**config.mk**
```make
export PLATFORM = sky130hd
export DESIGN_NAME = gcd_isqrt
export DESIGN_NICKNAME = d
export VERILOG_FILES = /design/src/sv/gcd_pkg.sv /design/src/sv/gcd_isqrt.sv
export SDC_FILE = /design/constraint.sdc
export NUM_CORES = 2
export LEC_CHECK = 0
export BUFFER_PORTS_ARGS = -buffer_cell sky130_fd_sc_hd__buf_4
export CAP_MARGIN = 20
export CORE_UTILIZATION = 64
export CTS_CLUSTER_SIZE = 14
export DETAILED_ROUTE_END_ITERATION = 8
export GPL_TIMING_DRIVEN = 0
export PLACE_DENSITY = 0.85
export SLEW_MARGIN = 10
export SYNTH_ARGS = -nofsm -noshare
export SYNTH_HDL_FRONTEND = slang
export SYNTH_SLANG_ARGS = --single-unit
```
**constraint.sdc**
```tcl
create_clock -name clk -period 5.55 [get_ports clk]
set_clock_uncertainty 0.05 [all_clocks]
set_input_delay 0.555 -clock clk [delete_from_list [all_inputs] [get_ports clk]]
set_output_delay 0.555 -clock clk [all_outputs]
set_load 0.005 [all_outputs]
```
**src/sv/gcd_pkg.sv**
```systemverilog
`default_nettype none

package gcd_pkg;

  localparam int ANGLE_FRAC_BITS = 30;
  localparam int CORDIC_ITER_DEF = 28;

  // Angle, sine and cosine word: sign, two integer bits, fraction
  localparam int ANG_W   = ANGLE_FRAC_BITS + 3;
  // Microdegree operand: wide enough for a longitude difference
  localparam int UDEG_W  = 30;
  // Microdegree magnitude times the radian scale
  localparam int PROD_W  = 61;
  // Unreduced angle in radians, signed
  localparam int TH_W    = 37;
  // Square root operand (a or 1-a, four times, in 60 fraction bits) and root
  localparam int SQ_IN_W = 63;
  localparam int ROOT_W  = 32;
  // Vectoring datapath word
  localparam int VEC_W   = 36;
  localparam int DIST_W  = 25;
  localparam int IN_W    = 120;
  localparam int OUT_W   = 32;

  localparam logic [63:0] DEG_SCALE_Q56 =
      ((64'd6981317 << 40) + 64'd3051757812) / 64'd6103515625;
  localparam logic [23:0] DIAMETER_M = 24'd12742200;
  localparam logic [60:0] Q60_ONE = 61'd1 << 60;
  localparam logic [DIST_W-1:0] DIST_MAX = 25'd20016000;

  // (a*b) / 2^s, rounded
  function automatic logic [63:0] umulsh(input logic [63:0] a, input logic [63:0] b,
                                         input int unsigned s);
    logic [127:0] pr;
    pr = 128'(a) * 128'(b);
    if (s != 0) begin
      pr = pr + (128'd1 << (s - 1));
      pr = pr >> s;
    end
    return pr[63:0];
  endfunction

  // atan(2^-i), 62 fraction bits, i >= 1
  function automatic logic [63:0] atan_pow2_q62(input int unsigned i);
    logic [63:0] p;
    logic [63:0] sum;
    logic [63:0] t;
    int unsigned k;
    p = 64'd1 << (62 - i);
    sum = 64'd0;
    for (k = 0; k < 40; k++) begin
      if (p != 64'd0) begin
        t = p / 64'(2 * k + 1);
        sum = k[0] ? sum - t : sum + t;
        p = (2 * i < 63) ? p >> (2 * i) : 64'd0;
      end
    end
    return sum;
  endfunction

  function automatic logic [63:0] quarter_pi_q62();
    logic [63:0] p;
    logic [63:0] third;
    logic [63:0] t;
    int unsigned k;
    p = (64'd1 << 62) / 64'd3;
    third = 64'd0;
    for (k = 0; k < 40; k++) begin
      if (p != 64'd0) begin
        t = p / 64'(2 * k + 1);
        third = k[0] ? third - t : third + t;
        p = p / 64'd9;
      end
    end
    return atan_pow2_q62(1) + third;
  endfunction

  function automatic logic [63:0] pi_q_calc();
    return (quarter_pi_q62() + (64'd1 << (59 - ANGLE_FRAC_BITS))) >> (60 - ANGLE_FRAC_BITS);
  endfunction

  function automatic logic [63:0] step_angle(input int unsigned i);
    logic [63:0] t;
    t = (i == 0) ? quarter_pi_q62() : atan_pow2_q62(i);
    return (t + (64'd1 << (61 - ANGLE_FRAC_BITS))) >> (62 - ANGLE_FRAC_BITS);
  endfunction

  // Inverse CORDIC gain for n steps, Newton on 1/sqrt(g)
  function automatic logic [63:0] gain_q(input int unsigned n);
    logic [63:0] g;
    logic [63:0] y;
    logic [63:0] gyy;
    int unsigned i;
    g = 64'd1 << 60;
    for (i = 0; i < 64; i++) begin
      if (i < n && 2 * i < 64) begin
        g = g + (g >> (2 * i));
      end
    end
    y = (64'd3 << 60) / 64'd5;
    for (i = 0; i < 12; i++) begin
      gyy = umulsh(g, umulsh(y, y, 60), 60);
      if (gyy > (64'd3 << 60)) begin
        gyy = 64'd3 << 60;
      end
      y = umulsh(y, (64'd3 << 60) - gyy, 61);
    end
    return (y + (64'd1 << (59 - ANGLE_FRAC_BITS))) >> (60 - ANGLE_FRAC_BITS);
  endfunction

  localparam logic [63:0] PI_Q64 = pi_q_calc();

endpackage

`default_nettype wire

```
**src/sv/gcd_isqrt.sv**
```systemverilog
`default_nettype none

module gcd_isqrt (
  input  wire logic                         clk,
  input  wire logic                         rst_n,
  input  wire logic                         en,
  input  wire logic                         in_valid,
  input  wire logic [gcd_pkg::SQ_IN_W-1:0]  in_n,
  output logic                              out_valid,
  output logic [gcd_pkg::ROOT_W-1:0]        out_root
);
  import gcd_pkg::*;

  localparam int TW = SQ_IN_W + 3;

  logic [SQ_IN_W-1:0] rem_r  [1:ROOT_W];
  logic [ROOT_W-1:0]  root_r [1:ROOT_W];
  logic               v_r    [1:ROOT_W];

  // One result bit per stage, most significant first
  for (genvar k = 0; k < ROOT_W; k++) begin : g_st
    localparam int B = ROOT_W - 1 - k;
    logic [SQ_IN_W-1:0] rem_in;
    logic [ROOT_W-1:0]  root_in;
    logic               v_in;
    logic [TW-1:0]      t;

    if (k == 0) begin : g_first
      assign rem_in  = in_n;
      assign root_in = '0;
      assign v_in    = in_valid;
    end else begin : g_next
      assign rem_in  = rem_r[k];
      assign root_in = root_r[k];
      assign v_in    = v_r[k];
    end

    // (root + 2^B)^2 - root^2
    assign t = (TW'(root_in) << (B + 1)) + (TW'(1) << (2 * B));

    always_ff @(posedge clk) begin
      if (!rst_n) begin
        v_r[k+1] <= 1'b0;
      end else if (en) begin
        v_r[k+1] <= v_in;
      end
    end

    always_ff @(posedge clk) begin
      if (en) begin
        if (TW'(rem_in) >= t) begin
          rem_r[k+1]  <= rem_in - t[SQ_IN_W-1:0];
          root_r[k+1] <= root_in | (ROOT_W'(1) << B);
        end else begin
          rem_r[k+1]  <= rem_in;
          root_r[k+1] <= root_in;
        end
      end
    end
  end

  assign out_valid = v_r[ROOT_W];
  assign out_root  = root_r[ROOT_W];

endmodule

`default_nettype wire

```
==> flow_summary.toml <==
[outcome]
status = "finished, final reports clean"

[critical_path]
r2r_start = "rem_r[0][1711]$_DFFE_PP_"
cp_data_arrival_time_ns = 5.68
cpMaxStageDelayCell = "clkbuf_1"
worstSetupEndpointType = "flop"
worst-r2r-cell-count = 11
crit_type = "reg2reg"
rrSetupSlack_ns = 0.40
startpoint_type = "flop"
critical_path_required_ns = 6.08
critical_path.cell_chain = "ha_1, o21ai_0, nor4b_1, o31ai_1, a2111oi_0, nor3_1, buf_2, a2111oi_0, clkbuf_1, clkbuf_1, o21ai_0"
r2r_end = "rem_r[0][1795]$_DFFE_PP_"
crit_path_max_incr_delay_ns = 0.71
crit_path_max_fanout = 10

[synthesis]
yosys_warnings = 0
synth_compound_gate_area_share_pct = 9.78
synth_top_family_by_area = "simple AND/OR/NAND/NOR gates"
synthXorXnorAreaFrac_pct = 6.14
synth_seq_cells = 2513
synth_commonest_cells = "edfxtp_1 (2,513), nand2_1 (755), inv_1 (702)"
syn_inst = 9992
synth_fp_nets = 10600
synth-main-ff-cell = "edfxtp_1"
synth_most_common_cell = "edfxtp_1"
synth_edf_count = 2513
syn_area_um2 = 123000
ys_types = 94
yosys.area_share.simple_pct = 13.2
synth_fa_ha_area_share_pct = 5.69
synth_top_area_cell = "edfxtp_1"
syn_avg_cell_area_um2 = 12.3
synth_top_area_share_pct = 61.6
netlist_top_cells_area = "edfxtp_1 (62%), ha_1 (5.7%), xnor2_1 (3.2%)"
async_reset_ff_share_pct = 0
muxShareOfSynthArea_pct = 0.662
ys_seq_area_share_pct = 61.6

[clock_network]
post-cts-setup-buffers = 0
ctsRootBufferMaster = "clkbuf_16"
worstSkewPairLatency_ns = 0.97
cts_tree = "built"
clk_pin_slew_ns = 0.06
cts_max_level = 5
cts.sinks = 2513
clock_path_buffers = 4
cts_made_buffers = 274

[power]
pwr-share-seq_pct = 46.7
clockPowerShare_pct = 30.7
comb_power_share_pct = 22.6
p_switching_mw = 17.7
leakagePower_nw = 50.9
p_int_mw = 39.1
power.share.switching_pct = 31.2
powerDensity_nw_per_um2 = 416
vdd_ir_drop_max_mv = 0.373

[placed_design]
pre_cts_slack_ns = 0.379
routabilityCongestion = 1.01
dpl.hpwl_um = 255000
portBuffers = 99

[timing]
finalWorstSetupSlack_ns = 0.403
final_max_slew_viol_count = 0
tightest_slew_ns = 1.06
slew_headroom_pct = 28.4
grt_setup_unrepaired = "false"
fmaxAchievable_mhz = 194
fin_crit_ns = 5.15
setup_viol = 0
layout_worst_path_cycle_share_pct = 92.7
hold_viol = 0
fin_setup_tns_ns = 0

[routing]
drt-pass1-iter-count = 6
wirelength_um = 347000
wl_met3_um = 32700
route.detailed.drc = 0
avgViaCountPerCell = 6.51
maxUsedRoutingLayer = "met5"
wl_met1_um = 129000
wl_per_cell_um = 26.3
drtAntennaViolNets = 0
first_iter_violations = 10100
num_vias = 85700
dr_wl_met2_um = 160000

[worst_hold_path]
holdPathEnd = "rem_r[0][124]$_DFFE_PP_"
hold_path_class = "in2reg"
whs_path_depth = 2
min_from = "in_n[61]"

[grt]
grt_overflow = 0
grt_max_degree = 72
grt_usage_pct = 35.6
grt_pass1_wl_um = 511000
antenna_found_initial = 11
grt_pass1_vias = 82500

[floorplan]
die_w_um = 440
initial_core_util_pct = 64.4
rows = 160
dieArea_um2 = 193000
core_um2 = 190000
ios = 100
die_y_um = 440

[cells_and_area]
syn2layout_area_growth_pct = 11.3
fin_nets = 11100
final_layout_size_suffix_gt1_share_pct = 6.56
fill_cells = 12400

[job]
cap_violations = 0
-- cell families after synthesis --
kind of cell,Yosys count
XOR/XNOR,859
AO/OA/AOI/OAI,1935
adder cells (fa/ha/maj),557
multiplexers,73
flip-flops,2513
AND/OR/NAND/NOR,3082
buffers and inverters,973
-- registers in the layout, indices dropped and copies added, names as in the netlist --
name	cells
rem_r	1953
root_r	528
v_r	32
-- placed cells by master (no fill, tap or decap), drive strengths merged, types with 61 or more instances in the layout --
| master | instances |
|---|---|
| nor4b | 70 |
| or4 | 93 |
| a21oi | 527 |
| mux2 | 64 |
| edfxtp | 2513 |
| nor2 | 556 |
| a21o | 238 |
| inv | 707 |
| clkinv | 83 |
| buf | 145 |
| o21ai | 593 |
| o21a | 96 |
| nand2b | 99 |
| or3 | 80 |
| a31oi | 61 |
| nor2b | 70 |
| nand2 | 755 |
| xor2 | 408 |
| nand3 | 190 |
| nor3 | 281 |
| nand4 | 206 |
| xnor2 | 451 |
| nor4 | 364 |
| ha | 556 |
| and3 | 78 |
| clkbuf | 596 |
| dlygate4sd3 | 65 |
-- critical path: cells and delay by family, from the launching register on --
family / cells / cell delay (ns)
compound gates: 5 / 1.81
buf+inv: 3 / 1.58
simple gates: 2 / 0.62
flops: 1 / 0.40
fa+ha+maj: 1 / 0.36
-- worst max-delay path by stage --
stage,depth (start not counted),start,to,slack [ns]
after floorplan,3,en,rem_r[0][1953]$_DFFE_PP_,1.34
after global placement,4,en,root_r[3][252]$_DFFE_PP_,-1.70
after detailed placement,12,rem_r[0][1734]$_DFFE_PP_,rem_r[0][1826]$_DFFE_PP_,0.38
after CTS,12,rem_r[0][1734]$_DFFE_PP_,rem_r[0][1826]$_DFFE_PP_,0.27
after global routing,11,rem_r[0][1734]$_DFFE_PP_,rem_r[0][1825]$_DFFE_PP_,0.20
final,11,rem_r[0][1711]$_DFFE_PP_,rem_r[0][1795]$_DFFE_PP_,0.40
-- power groups by stage --
stage / combinational (mW) / sequential, mW / clock, mW
final: 12.8 / 26.5 / 17.5
after global placement: 12.0 / 26.7 / 0
after floorplan: 9.03 / 25.5 / 0
after CTS: 12.5 / 26.4 / 17.5
after detailed placement: 12.3 / 26.7 / 0
after global routing: 14.0 / 26.6 / 18.3
-- layer usage --
metal,GRT usage (%),vias to the layer above
met1,44.5,41200
met2,56.7,4881
met4,22.4,10
li1,-,38500
met3,7.63,1102
met5,0,-
-- timing repair --
| action | 4_1_cts | 5_1_grt |
|---|---|---|
| endpoints found under the hold margin | 68 | 0 |
| hold buffers | 65 | 0 |
| gates resized for setup | 0 | 1 |
| endpoints found under the setup margin | 0 | 16 |
-- area by class of cell --
type	count	area [µm²]	share of cell area, %
buffer	270	1150	0.847
timing repair buffer	204	2220	1.63
tap	2511	3140	2.30
clock buffer	333	7250	5.31
antenna	5	12.5	0.00917
clock inverter	121	1100	0.806
sequential	2513	75500	55.3
multi-input combinational	6506	43400	31.8
inverter	702	2640	1.93
-- stage by stage --
| step | total power, mW | utilization, % | hold WS [ns] | std cells | area (µm²) |
|---|---|---|---|---|---|
| 5_1_grt | 58.9 | 71.7 | 0.255 | 13200 | 136000 |
| 3_3_place_gp | 38.8 | 66.5 | 0.374 | 12600 | 126000 |
| 3_5_place_dp | 39.0 | 67.0 | 0.378 | 12600 | 127000 |
| 6_report | 56.8 | 71.7 | 0.262 | 13200 | 136000 |
| 4_1_cts | 56.4 | 71.7 | 0.233 | 13200 | 136000 |
| 2_1_floorplan | 34.5 | - | 0.367 | 9992 | 123000 |
(Power assumes the default switching activity.)
